File: src/hdl/jsd_pkg.sv
// Package for the escape decoder: payload and bundle types, escape state codes,
// character constants and small classification functions.
// No dependencies.
package jsd_pkg;

   localparam int unsigned MAX_RESULTS = 5;
   localparam int unsigned CNT_W       = 3;
   localparam int unsigned HELD_DEPTH  = 4;

   localparam logic [7:0] CH_BSLASH   = 8'h5c;
   localparam logic [7:0] CH_U        = 8'h75;
   localparam logic [7:0] CH_X        = 8'h78;
   localparam logic [7:0] CH_ZERO     = 8'h30;
   localparam logic [7:0] CH_THREE    = 8'h33;
   localparam logic [7:0] CH_SEVEN    = 8'h37;
   localparam logic [7:0] CH_NINE     = 8'h39;
   localparam logic [7:0] CH_UPPER_A  = 8'h41;
   localparam logic [7:0] CH_UPPER_F  = 8'h46;
   localparam logic [7:0] CH_LOWER_A  = 8'h61;
   localparam logic [7:0] CH_LOWER_F  = 8'h66;
   localparam logic [7:0] CASE_MASK   = 8'hdf;
   localparam logic [7:0] ALPHA_BIAS  = 8'h37;
   localparam logic [7:0] ADJ_LIMIT   = 8'h5f;
   localparam logic [7:0] ADJ_OFFSET  = 8'h20;

   typedef enum logic [1:0] {
      KIND_NONE   = 2'd0,
      KIND_BSLASH = 2'd1,
      KIND_HEX    = 2'd2,
      KIND_OCT    = 2'd3
   } kind_type;

   typedef struct packed {
      logic [7:0] in_byte;
      logic       in_last;
   } req_type;

   typedef struct packed {
      logic [7:0] out_byte;
      logic       out_last;
   } rsp_type;

   // decoded bytes of one request, oldest in entry 0
   typedef struct packed {
      logic [MAX_RESULTS-1:0][7:0] res_bytes;
      logic [CNT_W-1:0]            count;
      logic                        last;
   } bundle_type;

   function automatic logic is_hex(input logic [7:0] c);
      return (c >= CH_ZERO && c <= CH_NINE) || (c >= CH_LOWER_A && c <= CH_LOWER_F) ||
             (c >= CH_UPPER_A && c <= CH_UPPER_F);
   endfunction

   function automatic logic is_oct(input logic [7:0] c);
      return c >= CH_ZERO && c <= CH_SEVEN;
   endfunction

   function automatic logic is_f(input logic [7:0] c);
      return c == CH_LOWER_F || c == CH_UPPER_F;
   endfunction

   function automatic logic [3:0] hex_val(input logic [7:0] c);
      logic [7:0] t;
      if (c >= CH_UPPER_A) begin
         t = (c & CASE_MASK) - ALPHA_BIAS;
      end else begin
         t = c - CH_ZERO;
      end
      return t[3:0];
   endfunction

   function automatic logic [7:0] named_code(input logic [7:0] c);
      logic [7:0] r;
      case (c)
         8'h61:   r = 8'h07;   // a
         8'h62:   r = 8'h08;   // b
         8'h66:   r = 8'h0c;   // f
         8'h6e:   r = 8'h0a;   // n
         8'h72:   r = 8'h0d;   // r
         8'h74:   r = 8'h09;   // t
         8'h76:   r = 8'h0b;   // v
         default: r = c;
      endcase
      return r;
   endfunction

endpackage

File: src/hdl/jsd_front.sv
// Front end of the escape decoder: tracks the pending escape and turns each
// request into a bundle of up to five decoded bytes.
// Depends on jsd_pkg.
module jsd_front (
   input  logic                clock,
   input  logic                reset,
   input  logic                take,
   input  jsd_pkg::req_type    req,
   output logic                push,
   output jsd_pkg::bundle_type bundle
);

   jsd_pkg::kind_type                        kind_ff, kind_in, kind_mid;
   logic [jsd_pkg::CNT_W-1:0]                cnt_ff, cnt_in, cnt_mid;
   logic [jsd_pkg::HELD_DEPTH-1:0][7:0]      held_ff, held_in, held_mid;

   logic [jsd_pkg::MAX_RESULTS-1:0][7:0]     res;
   logic [jsd_pkg::CNT_W-1:0]                idx;
   logic                                     need_u;
   logic                                     hex_done;
   logic [7:0]                               hex_hi;
   logic [7:0]                               hex_v;
   logic [7:0]                               b;

   // value of an octal escape closed early with one or two digits
   function automatic logic [7:0] oct_short(input logic [7:0] d0, input logic [7:0] d1,
                                            input logic [jsd_pkg::CNT_W-1:0] n);
      logic [7:0] r;
      if (n == 3'd1) begin
         r = {5'b0, d0[2:0]};
      end else begin
         r = {2'b0, d0[2:0], d1[2:0]};
      end
      return r;
   endfunction

   always_ff @(posedge clock) begin
      if (reset) begin
         kind_ff <= jsd_pkg::KIND_NONE;
         cnt_ff  <= '0;
      end else begin
         kind_ff <= kind_in;
         cnt_ff  <= cnt_in;
      end
   end

   always_ff @(posedge clock) begin
      held_ff <= held_in;
   end

   always_comb begin
      b        = req.in_byte;
      res      = '0;
      idx      = '0;
      kind_mid = kind_ff;
      cnt_mid  = cnt_ff;
      held_mid = held_ff;

      need_u   = held_ff[0] == jsd_pkg::CH_U;
      hex_done = need_u ? (cnt_ff == 3'd4) : (cnt_ff == 3'd2);
      hex_hi   = need_u ? held_ff[3] : held_ff[1];
      hex_v    = {jsd_pkg::hex_val(hex_hi), jsd_pkg::hex_val(b)};
      if (need_u && hex_v != 8'h00 && hex_v < jsd_pkg::ADJ_LIMIT &&
          jsd_pkg::is_f(held_ff[1]) && jsd_pkg::is_f(held_ff[2])) begin
         hex_v = hex_v + jsd_pkg::ADJ_OFFSET;
      end

      // feed the byte into the pending escape
      case (kind_ff)
         jsd_pkg::KIND_NONE: begin
            if (b == jsd_pkg::CH_BSLASH) begin
               kind_mid = jsd_pkg::KIND_BSLASH;
               cnt_mid  = '0;
            end else begin
               res[idx] = b;
               idx      = idx + 3'd1;
            end
         end
         jsd_pkg::KIND_BSLASH: begin
            if (b == jsd_pkg::CH_U || b == jsd_pkg::CH_X) begin
               held_mid[0] = b;
               cnt_mid     = 3'd1;
               kind_mid    = jsd_pkg::KIND_HEX;
            end else if (jsd_pkg::is_oct(b)) begin
               held_mid[0] = b;
               cnt_mid     = 3'd1;
               kind_mid    = jsd_pkg::KIND_OCT;
            end else begin
               res[idx] = jsd_pkg::named_code(b);
               idx      = idx + 3'd1;
               kind_mid = jsd_pkg::KIND_NONE;
            end
         end
         jsd_pkg::KIND_HEX: begin
            if (jsd_pkg::is_hex(b)) begin
               if (hex_done) begin
                  res[idx] = hex_v;
                  idx      = idx + 3'd1;
                  kind_mid = jsd_pkg::KIND_NONE;
                  cnt_mid  = '0;
               end else begin
                  held_mid[cnt_ff[1:0]] = b;
                  cnt_mid               = cnt_ff + 3'd1;
               end
            end else begin
               // failed escape: emit the letter and digits, then restart on b
               for (int k = 0; k < jsd_pkg::HELD_DEPTH; k++) begin
                  if (3'(k) < cnt_ff) begin
                     res[idx] = held_ff[k];
                     idx      = idx + 3'd1;
                  end
               end
               cnt_mid = '0;
               if (b == jsd_pkg::CH_BSLASH) begin
                  kind_mid = jsd_pkg::KIND_BSLASH;
               end else begin
                  kind_mid = jsd_pkg::KIND_NONE;
                  res[idx] = b;
                  idx      = idx + 3'd1;
               end
            end
         end
         jsd_pkg::KIND_OCT: begin
            if (jsd_pkg::is_oct(b)) begin
               if (cnt_ff == 3'd2) begin
                  if (held_ff[0] > jsd_pkg::CH_THREE) begin
                     res[idx] = {2'b0, held_ff[0][2:0], held_ff[1][2:0]};
                     idx      = idx + 3'd1;
                     res[idx] = b;
                     idx      = idx + 3'd1;
                  end else begin
                     res[idx] = {held_ff[0][1:0], held_ff[1][2:0], b[2:0]};
                     idx      = idx + 3'd1;
                  end
                  kind_mid = jsd_pkg::KIND_NONE;
                  cnt_mid  = '0;
               end else begin
                  held_mid[cnt_ff[1:0]] = b;
                  cnt_mid               = cnt_ff + 3'd1;
               end
            end else begin
               res[idx] = oct_short(held_ff[0], held_ff[1], cnt_ff);
               idx      = idx + 3'd1;
               cnt_mid  = '0;
               if (b == jsd_pkg::CH_BSLASH) begin
                  kind_mid = jsd_pkg::KIND_BSLASH;
               end else begin
                  kind_mid = jsd_pkg::KIND_NONE;
                  res[idx] = b;
                  idx      = idx + 3'd1;
               end
            end
         end
         default: begin
            kind_mid = jsd_pkg::KIND_NONE;
         end
      endcase

      // flush whatever is still pending at the end of the string
      if (req.in_last) begin
         case (kind_mid)
            jsd_pkg::KIND_BSLASH: begin
               res[idx] = jsd_pkg::CH_BSLASH;
               idx      = idx + 3'd1;
            end
            jsd_pkg::KIND_HEX: begin
               for (int k = 0; k < jsd_pkg::HELD_DEPTH; k++) begin
                  if (3'(k) < cnt_mid) begin
                     res[idx] = held_mid[k];
                     idx      = idx + 3'd1;
                  end
               end
            end
            jsd_pkg::KIND_OCT: begin
               res[idx] = oct_short(held_mid[0], held_mid[1], cnt_mid);
               idx      = idx + 3'd1;
            end
            default: begin
               idx = idx;
            end
         endcase
      end

      if (take) begin
         kind_in = req.in_last ? jsd_pkg::KIND_NONE : kind_mid;
         cnt_in  = req.in_last ? '0 : cnt_mid;
         held_in = held_mid;
      end else begin
         kind_in = kind_ff;
         cnt_in  = cnt_ff;
         held_in = held_ff;
      end

      push             = take && (idx != '0);
      bundle.res_bytes = res;
      bundle.count     = idx;
      bundle.last      = req.in_last;
   end

endmodule

File: src/hdl/jsd_queue.sv
// Short bundle queue between the front end and the output serializer.
// Depends on jsd_pkg.
module jsd_queue #(
   parameter int unsigned DEPTH = 4
) (
   input  logic                clock,
   input  logic                reset,
   input  logic                push,
   input  jsd_pkg::bundle_type wr_data,
   input  logic                pop,
   output jsd_pkg::bundle_type rd_data,
   output logic                full,
   output logic                empty
);

   localparam int unsigned PTR_W = (DEPTH > 1) ? $clog2(DEPTH) : 1;
   localparam int unsigned LVL_W = $clog2(DEPTH + 1);
   localparam logic [PTR_W-1:0] LAST_PTR = PTR_W'(DEPTH - 1);
   localparam logic [LVL_W-1:0] FULL_LVL = LVL_W'(DEPTH);

   jsd_pkg::bundle_type   slot_ff [DEPTH];
   logic [PTR_W-1:0]      wr_ptr_ff, wr_ptr_in;
   logic [PTR_W-1:0]      rd_ptr_ff, rd_ptr_in;
   logic [LVL_W-1:0]      level_ff, level_in;
   logic                  do_push, do_pop;

   always_comb begin
      do_push   = push && !full;
      do_pop    = pop && !empty;
      wr_ptr_in = wr_ptr_ff;
      rd_ptr_in = rd_ptr_ff;
      level_in  = level_ff;
      if (do_push) begin
         wr_ptr_in = (wr_ptr_ff == LAST_PTR) ? '0 : wr_ptr_ff + 1'b1;
      end
      if (do_pop) begin
         rd_ptr_in = (rd_ptr_ff == LAST_PTR) ? '0 : rd_ptr_ff + 1'b1;
      end
      if (do_push && !do_pop) begin
         level_in = level_ff + 1'b1;
      end else if (do_pop && !do_push) begin
         level_in = level_ff - 1'b1;
      end
   end

   always_ff @(posedge clock) begin
      if (reset) begin
         wr_ptr_ff <= '0;
         rd_ptr_ff <= '0;
         level_ff  <= '0;
      end else begin
         wr_ptr_ff <= wr_ptr_in;
         rd_ptr_ff <= rd_ptr_in;
         level_ff  <= level_in;
      end
   end

   always_ff @(posedge clock) begin
      if (do_push) begin
         slot_ff[wr_ptr_ff] <= wr_data;
      end
   end

   assign rd_data = slot_ff[rd_ptr_ff];
   assign full    = level_ff == FULL_LVL;
   assign empty   = level_ff == '0;

endmodule

File: src/hdl/jsd_back.sv
// Back end of the escape decoder: walks the bundle at the queue head and
// hands out its bytes one per response, marking the string's final byte.
// Depends on jsd_pkg.
module jsd_back (
   input  logic                clock,
   input  logic                reset,
   input  jsd_pkg::bundle_type head,
   input  logic                head_empty,
   output logic                head_pop,
   output jsd_pkg::rsp_type    rsp_data,
   output logic                rsp_empty,
   input  logic                rsp_pop
);

   logic [jsd_pkg::CNT_W-1:0] pos_ff, pos_in;
   logic                      at_end;

   always_comb begin
      at_end            = pos_ff == (head.count - 3'd1);
      rsp_empty         = head_empty;
      rsp_data.out_byte = head.res_bytes[pos_ff];
      rsp_data.out_last = head.last && at_end;
      head_pop          = 1'b0;
      pos_in            = pos_ff;
      if (rsp_pop && !head_empty) begin
         if (at_end) begin
            // bundle drained: release it and restart at its successor
            head_pop = 1'b1;
            pos_in   = '0;
         end else begin
            pos_in = pos_ff + 3'd1;
         end
      end
   end

   always_ff @(posedge clock) begin
      if (reset) begin
         pos_ff <= '0;
      end else begin
         pos_ff <= pos_in;
      end
   end

endmodule

File: src/hdl/js_escape_decoder.sv
// Top level of the escape decoder: front end, bundle queue and output serializer.
// Depends on jsd_pkg, jsd_front, jsd_queue and jsd_back.
//
//   channel   direction  handshake            payload
//   req_      in         req_push / req_full  req_data  (in_byte, in_last)
//   rsp_      out        rsp_pop / rsp_empty  rsp_data  (out_byte, out_last)
//
// One request is decoded in the cycle it is accepted; the front end takes a
// request every cycle while the bundle queue (QUEUE_DEPTH entries) has room.
// Each response byte is handed out by the serializer on a popped response, so a
// request that decodes to n bytes holds the queue head until n bytes are popped
// (n from 1 to 5); a request that decodes to nothing never enters the queue.
// Reset is synchronous and clears the escape state, the queue and the serializer.
// A stalled response side backs up into the queue, then raises req_full.
module js_escape_decoder #(
   parameter int unsigned QUEUE_DEPTH = 4
) (
   input  logic             clock,
   input  logic             reset,
   input  logic             req_push,
   output logic             req_full,
   input  jsd_pkg::req_type req_data,
   output logic             rsp_empty,
   input  logic             rsp_pop,
   output jsd_pkg::rsp_type rsp_data
);

   logic                take;
   logic                q_push;
   logic                q_pop;
   logic                q_empty;
   jsd_pkg::bundle_type q_wr;
   jsd_pkg::bundle_type q_head;

   assign take = req_push && !req_full;

   jsd_front u_front (
      .clock  (clock),
      .reset  (reset),
      .take   (take),
      .req    (req_data),
      .push   (q_push),
      .bundle (q_wr)
   );

   jsd_queue #(
      .DEPTH (QUEUE_DEPTH)
   ) u_queue (
      .clock   (clock),
      .reset   (reset),
      .push    (q_push),
      .wr_data (q_wr),
      .pop     (q_pop),
      .rd_data (q_head),
      .full    (req_full),
      .empty   (q_empty)
   );

   jsd_back u_back (
      .clock      (clock),
      .reset      (reset),
      .head       (q_head),
      .head_empty (q_empty),
      .head_pop   (q_pop),
      .rsp_data   (rsp_data),
      .rsp_empty  (rsp_empty),
      .rsp_pop    (rsp_pop)
   );

endmodule

File: config.mk
export PLATFORM = sky130hd
export DESIGN_NAME = js_escape_decoder
export DESIGN_NICKNAME = d
export VERILOG_FILES = /design/src/hdl/jsd_pkg.sv /design/src/hdl/jsd_front.sv /design/src/hdl/jsd_queue.sv /design/src/hdl/jsd_back.sv /design/src/hdl/js_escape_decoder.sv
export SDC_FILE = /design/constraint.sdc
export NUM_CORES = 1
export LEC_CHECK = 0
export ABC_AREA = 0
export ABC_CLOCK_PERIOD_IN_PS = 23800
export BUFFER_PORTS_ARGS = -buffer_cell sky130_fd_sc_hd__buf_2
export CAP_MARGIN = 20
export CELL_PAD_IN_SITES_DETAIL_PLACEMENT = 1
export CELL_PAD_IN_SITES_GLOBAL_PLACEMENT = 1
export CORE_ASPECT_RATIO = 1.25
export CORE_UTILIZATION = 56
export DETAILED_ROUTE_END_ITERATION = 8
export PLACE_DENSITY = 0.95
export SYNTH_ARGS = -nofsm -noshare
export SYNTH_HDL_FRONTEND = slang
export SYNTH_SLANG_ARGS = --single-unit
File: constraint.sdc
create_clock -name clock -period 23.8 [get_ports clock]
set_input_delay 3.57 -clock clock [delete_from_list [all_inputs] [get_ports clock]]
set_output_delay 3.57 -clock clock [all_outputs]
set_load 0.02 [all_outputs]
## After elaboration in Yosys (flattened, before gate mapping)

Memory sizes are Yosys's and may differ from the RTL's. A register that Yosys moved wholly into a read port is not among the register bits.
Index checks and enable logic that the tools add are counted.

- Bitwise operators: 3
- Divide/modulo/power cells: 0
- Shifts and indexed selects: 0
- Multiplexer cells: 151
- Reduce and logical (&&, ||, !) cells: 40
- Add/subtract/negate cells: 20
- Multipliers: 0
- Eq/ne operators: 29
- Order comparisons: 37

Operators with widths:

| operator | count |
|---|---|
| 40-bit two-way mux | 21 |
| 40-bit bitwise mux | 9 |
| 8-bit two-way mux | 26 |
| 8-bit demux with 3-bit select | 8 |
| 32-bit two-way mux | 5 |
| 8-bit by 7-bit == test with 1-bit output, second input constant | 15 |
| 40-bit one-hot mux with 3 select lines | 1 |
| 3-bit two-way mux | 38 |
| 8-bit one-hot mux with 7 select lines | 1 |
| 24-bit one-hot mux with 2 select lines | 1 |
| 3-bit by 4-bit less-than comparator with 1-bit output, second input constant | 9 |
| 3-bit by 1-bit adder with 3-bit output, second input constant | 11 |
| 32-bit bitwise mux | 1 |
| 16-bit two-way mux | 2 |
| 8-bit one-hot mux with 4 select lines | 1 |
| 2-bit two-way mux | 14 |
| 1-bit logical AND | 25 |
| 8-bit binary-select mux with 3-bit select | 1 |
| 3-bit by 1-bit greater-or-equal comparator with 1-bit output, second input constant | 8 |
| 8-bit by 7-bit greater-or-equal comparator with 1-bit output, second input constant | 3 |
| 24-bit two-way mux | 1 |
| 3-bit one-hot mux with 4 select lines | 2 |
| 8-bit one-hot mux with 3 select lines | 1 |
| 20-bit AND | 1 |
| 37 further kinds | 75 |

- Output and inout port bits: 11
- Memories kept: 1
- Bits in registers: 47
- Memory bits (writable): 176
- Bits of input ports: 13
- Latch bits: 0
- Memory bits (read-only): 0

Memories:

| name | depth | width | read ports | clocked after Yosys merged registers in | wr ports | RTL line | RTL |
|---|---|---|---|---|---|---|---|
| u_queue.slot_ff | 4 | 44 | 1 | 1 | 1 | jsd_queue.sv:21 | `jsd_pkg::bundle_type slot_ff [DEPTH];` |

## Depth between registers and ports, before layout

- Depth in word-level cells: 45
- Gate-level depth with buffers: 34
- Depth with buffers taken out: 31

## By module

From an unflattened synthesis, not the netlist that was laid out.

- Cells, all modules: 1218
- Area total of the unflattened synthesis: 13560.5 um^2

By module, submodules not included:

| module | seq. area each (um^2) | cells an instance | instances | area each (um^2) |
|---|---|---|---|---|
| jsd_queue | 5465.2 | 280 | 1 | 6852.8 |
| jsd_front | 1061.0 | 871 | 1 | 6080.8 |
| jsd_back | 60.1 | 66 | 1 | 613.1 |
| js_escape_decoder | 0.0 | 1 | 1 | 13.8 |

## Worst setup path before layout

No wires, ideal clock.

- Kind: input-to-reg
- Start point: input req_data[2] (netlist name)
- End point: memory u_queue.slot_ff[0][0] (netlist name), enable pin
- Slack: 13758 ps
- Cell stages on the path: 27
- Buffers on the path: 3
- Data required time: 23394 ps
- Data arrival time: 9636 ps
- Cell sequence: clkbuf_1 inv_1 ha_1 or3b_1 nand2_1 o211ai_1 o21a_1 o32a_1 inv_1 clkbuf_1 ha_1 clkbuf_1 o21ai_0 nand2_1 ha_1 nand2_1 o31ai_1 ha_1 a21o_1 o31ai_4 inv_2 ha_1 a21oi_1 o21ai_0 a21oi_1 a31oi_1 and2_1

- Longest elaborated chain between the ends: 27

Ends and longest elaborated chain:

| what | RTL line | RTL |
|---|---|---|
| start, declared | js_escape_decoder.sv:22 | `input jsd_pkg::req_type req_data,` |
| 8-bit by 6-bit greater-or-equal comparator with 1-bit output, or another cell as far along | jsd_pkg.sv:51, jsd_pkg.sv:56 |  |
| 1-bit logical AND | jsd_pkg.sv:51 | `return (c >= CH_ZERO && c <= CH_NINE) \|\| (c >= CH_LOWER_A && c <= CH_LOWER_F) \|\|` |
| 1-bit logical OR (2 in a row) | jsd_pkg.sv:51 |  |
| 3-bit two-way mux | jsd_front.sv:95 | `if (jsd_pkg::is_hex(b)) begin` |
| 3-bit one-hot mux with 4 select lines | jsd_front.sv:69 | `case (kind_ff)` |
| 3-bit by 1-bit adder with 3-bit output or 1-bit by 3-bit less-than comparator with 1-bit output (tied branches) | - |  |
| 3-bit two-way mux | jsd_front.sv:168 | `if (3'(k) < cnt_mid) begin` |
| 3-bit two-way mux | jsd_front.sv:161 | `case (kind_mid)` |
| [11 not listed] | - |  |
| 3-bit one-hot mux with 2 select lines | jsd_front.sv:161 |  |
| 3-bit two-way mux * | jsd_front.sv:160 | `if (req.in_last) begin` |
| 3-bit nonzero test * | jsd_front.sv:194 | `push = take && (idx != '0);` |
| 1-bit logical AND * | jsd_front.sv:194 |  |
| 1-bit logical AND * | jsd_queue.sv:28 | `do_push = push && !full;` |
| net u_queue.do_push | jsd_queue.sv:25 | `logic do_push, do_pop;` |
| 1-bit two-way mux * | jsd_queue.sv:59 | `if (do_push) begin` |
| 1-bit two-way mux (not written as such) * | jsd_queue.sv:60 | `slot_ff[wr_ptr_ff] <= wr_data;` |
| end, declared | jsd_queue.sv:21 |  |

Mark *: on every way through the listed nets, which the timed path passes. The rest lies on a longest branch. The select of a mux whose other input is x is not followed.

## Final worst setup path

- Start point: input req_data[2] (netlist name)
- End point: register u_queue.level_ff[2]

- Longest elaborated chain between the ends: 28

Ends and longest elaborated chain:

| what | RTL line | RTL |
|---|---|---|
| 8-bit by 6-bit greater-or-equal comparator with 1-bit output, or another cell as far along | jsd_pkg.sv:51, jsd_pkg.sv:56 |  |
| 1-bit logical AND | jsd_pkg.sv:51 |  |
| 1-bit logical OR (2 in a row) | jsd_pkg.sv:51 |  |
| 3-bit two-way mux | jsd_front.sv:95 |  |
| 3-bit one-hot mux with 4 select lines | jsd_front.sv:69 |  |
| 3-bit by 1-bit adder with 3-bit output or 1-bit by 3-bit less-than comparator with 1-bit output (tied branches) | - |  |
| 3-bit two-way mux | jsd_front.sv:168 |  |
| 3-bit two-way mux | jsd_front.sv:161 |  |
| [12 not listed] | - |  |
| 3-bit two-way mux * | jsd_front.sv:160 |  |
| 3-bit nonzero test * | jsd_front.sv:194 |  |
| 1-bit logical AND * | jsd_front.sv:194 |  |
| 1-bit logical AND * | jsd_queue.sv:28 |  |
| net u_queue.do_push | jsd_queue.sv:25 |  |
| 1-bit zero test | jsd_queue.sv:41 | `end else if (do_pop && !do_push) begin` |
| 1-bit logical AND | jsd_queue.sv:41 |  |
| 2-bit nonzero test (no line) | - |  |
| end signal, assigned | jsd_queue.sv:54 | `level_ff <= level_in;` |
| end, declared | jsd_queue.sv:24 | `logic [LVL_W-1:0] level_ff, level_in;` |

Marked as above.
A chain may end at the register's enable or synchronous reset.

==> impl_results.md <==
- Netlist cell types: 95
- Status: finished clean
- Longest Clk Path Bufs: 3
- Avg Synthesized Cell Area: around 11 µm²
- Worst Skew: ~0.017 ns
- Slew HR: 0.2395
- Starting Density: 0.5710
- Layout Nets: roughly 1300
- Antenna violations before repair: 0
- Leakage: between 5 and 6 nW
- H-tree Lvls: 1
- Fin area: 14800 µm²
- Synth Register Bits: 225
- Layout fillers: between 2000 and 2500
- # hold bufs at CTS: 0
- Drt first pass iters: 5
- DR DRC count: 0
- Slew @ Worst Pin: between 1 and 1.5 ns
- Max cap viols: 0
- PortBufs: 23
- Finished Layout Cells: between 1500 and 2000
- # rows: between 60 and 70
- Final core utilization: 0.6236
- Register area: around 6600 µm²
- Wirelength per Cell: around 34 µm
- DRT antenna net count: 0
- Fmax: between 0.09 and 0.1 GHz
- Power Density: about 80 nW/µm²
- Via count: about 12000
- Fin crit share: 0.4604
- Placed instance count: between 1500 and 2000
- Delay-heaviest family, CP: compound AO/OA/AOI/OAI gates
- Width of the die: between 100 and 150 µm
- Root buf cell: clkbuf_16
- Slowest stage delay, CP: 0.58 ns
- CTS tree: built
- Placed cell area: between 10000 and 15000 µm²
- HPWL after DPL: ~36 mm
- Die Span Y: approximately 180 µm
- Most frequent cells in the layout: edfxtp_1, nand2_1, nor2_1, o21ai_0, a21oi_1
- Critical path capture point type: flop
- CTS buffer count: 22
- YS warnings: 0
- Final setup TNS: 0 ns
- Power, Total: approximately 1.2 mW
- Post-synth EDFFs: 208
- # diodes: 0
- Top FF cell, synth: edfxtp_1
- Mapped Cells: around 1200
- Syn nets: 1278
- Min-Delay Path Class: reg -> reg
- Via density per instance: 7.394
- CP max stage cell: o32a_1
- CTS resizes: 0
- Share of layout cells above drive strength 1: 0.1366
- Fin. max-slew vios: 0
- Crit path launch type: primary input
- Overall Global Routing Usage: 0.4355
- Worst EP arrival: 11.40 ns
- Largest net degree at the start of global routing: 45
- Grt ovf: 0
- CP required: about 24 ns
- Post-CTS setup buffers: 0
- Post-layout min period: 10.96 ns
- Sequential area share after synthesis: 0.4861
- Ys async rst share: 0
- Crit Path Category: in -> reg
- CP max FO: 17
- VDD IR-drop max: 0.00004362 V
- Commonest non-fill, non-tap cell in the layout: edfxtp_1
- IO Pins: 24
- Detailed Route Iter0 Violations: 1151
- Num Clock Sinks: ~230
- Syn Std Cell Area: 13550 µm²
- Routability cong.: around 1.1
- Detailed Route WL: 53.12 mm
- Skew-Pair Late Insertion Delay: 0.51 ns
- Area added between synthesis and finish: 9.207%
- CP bufs+invs: 6
- Vias in the first global route: between 10000 and 15000
- Core area: 23730 µm²
- Setup violators final: 0
- Die area: between 20000 and 25000 µm²
- RSZ-0062 raised after global routing: false
- Final-report hold violation count: 0
- Clk pin slew, worst setup/hold paths: about 0.07 ns
- First-pass GRT wire length: 78.52 mm
- Area of the multi-input gates: 6474 µm²
- CP most frequent cell: ha_1
[cell type report]
| type | count | share of cell area |
|---|---|---|
| Clock buffer | 29 | 0.04254 |
| Clock inverter | 11 | 0.009894 |
| Inverter | 58 | 0.01471 |
| Multi-Input combinational cell | 882 | 0.4375 |
| Sequential cell | 225 | 0.4453 |
| Tap cell | 325 | 0.02748 |
| Timing Repair Buffer | 47 | 0.02249 |
[metal layers]
layer	wire length [µm]	vias to the layer above	GRT usage
met1	17770	5727	0.4801
met2	25420	842	0.7281
met3	4997	283	0.09597
li1	-	4808	-
met4	4942	0	0.3433
met5	0	-	0
[cells in the mapped netlist, types with 16 or more instances]
master / count / area [µm²]
a21oi_1: 64 / 320.3
mux4_2: 44 / 991.0
dfxtp_1: 17 / 340.3
inv_1: 57 / 214.0
ha_1: 26 / 325.3
nand2_1: 102 / 382.9
edfxtp_1: 208 / 6246
mux2i_1: 54 / 540.5
a22oi_1: 19 / 142.6
a211oi_1: 16 / 120.1
nor2_1: 101 / 379.1
and3_1: 18 / 112.6
o21ai_0: 82 / 410.4
nor3_1: 21 / 105.1
o211ai_1: 23 / 172.7
nand3_1: 33 / 165.2
clkbuf_1: 55 / 206.5
[state kept, by name, summed over array words and instances, names as in the netlist, named ones only]
name and flops:
u_front.kind_ff 2, u_queue.level_ff 3, u_front.held_ff 32, u_back.pos_ff 3
u_queue.rd_ptr_ff 2, u_front.cnt_ff 3, u_queue.slot_ff 176, u_queue.wr_ptr_ff 2
[cell families (layout without fill, tap and decap cells)]
family / after synthesis / count (layout) / share of synthesized area
and+or+nand+nor: 371 / 371 / 0.1376
AOI/OAI and AO/OA: 359 / 359 / 0.1811
DFF: 225 / 225 / 0.4861
buffers and inverters: 131 / 145 / 0.03777
muxes: 104 / 104 / 0.1183
adders and majority gates: 27 / 27 / 0.02549
xor gates and xnor gates: 21 / 21 / 0.01358
[worst reg2reg max path, delay by kind of cell (launching register included)]
kind / cells / cell delay (ns)
buffers and inverters: 5 / 0.74
DFF: 1 / 0.31
xor gates and xnor gates: 1 / 0.19
and+or+nand+nor: 5 / 1.21
muxes: 1 / 0.33
adders and majority gates: 8 / 2.87
AOI/OAI and AO/OA: 11 / 2.49
[report_power, final]
| group | total (mW) | internal, mW | switching (mW) |
|---|---|---|---|
| clock | 0.379 | 0.221 | 0.158 |
| sequential | 0.524 | 0.484 | 0.0400 |
| combinational | 0.277 | 0.0964 | 0.180 |
[final timing paths]
path                        startpoint              endpoint  slack [ns]  depth (start not counted)
setup / recovery           req_data[2]   u_queue.level_ff[2]       12.84                         31
hold / removal    u_queue.wr_ptr_ff[1]  u_queue.wr_ptr_ff[1]        0.53                          2
setup reg to reg     u_front.cnt_ff[2]   u_queue.level_ff[2]       15.61                         31
hold reg to reg   u_queue.wr_ptr_ff[1]  u_queue.wr_ptr_ff[1]        0.53                          2
[per-stage QoR]
stage               setup slack [ns]  hold slack [ns]
global placement               12.95           0.4999
detailed placement             12.52           0.5144
floorplan                      13.76           0.4663
finish                         12.84           0.5334
global route                   12.36           0.5805
CTS                            12.97           0.5320
No activity file was read; power rests on OpenSTA's default activity.
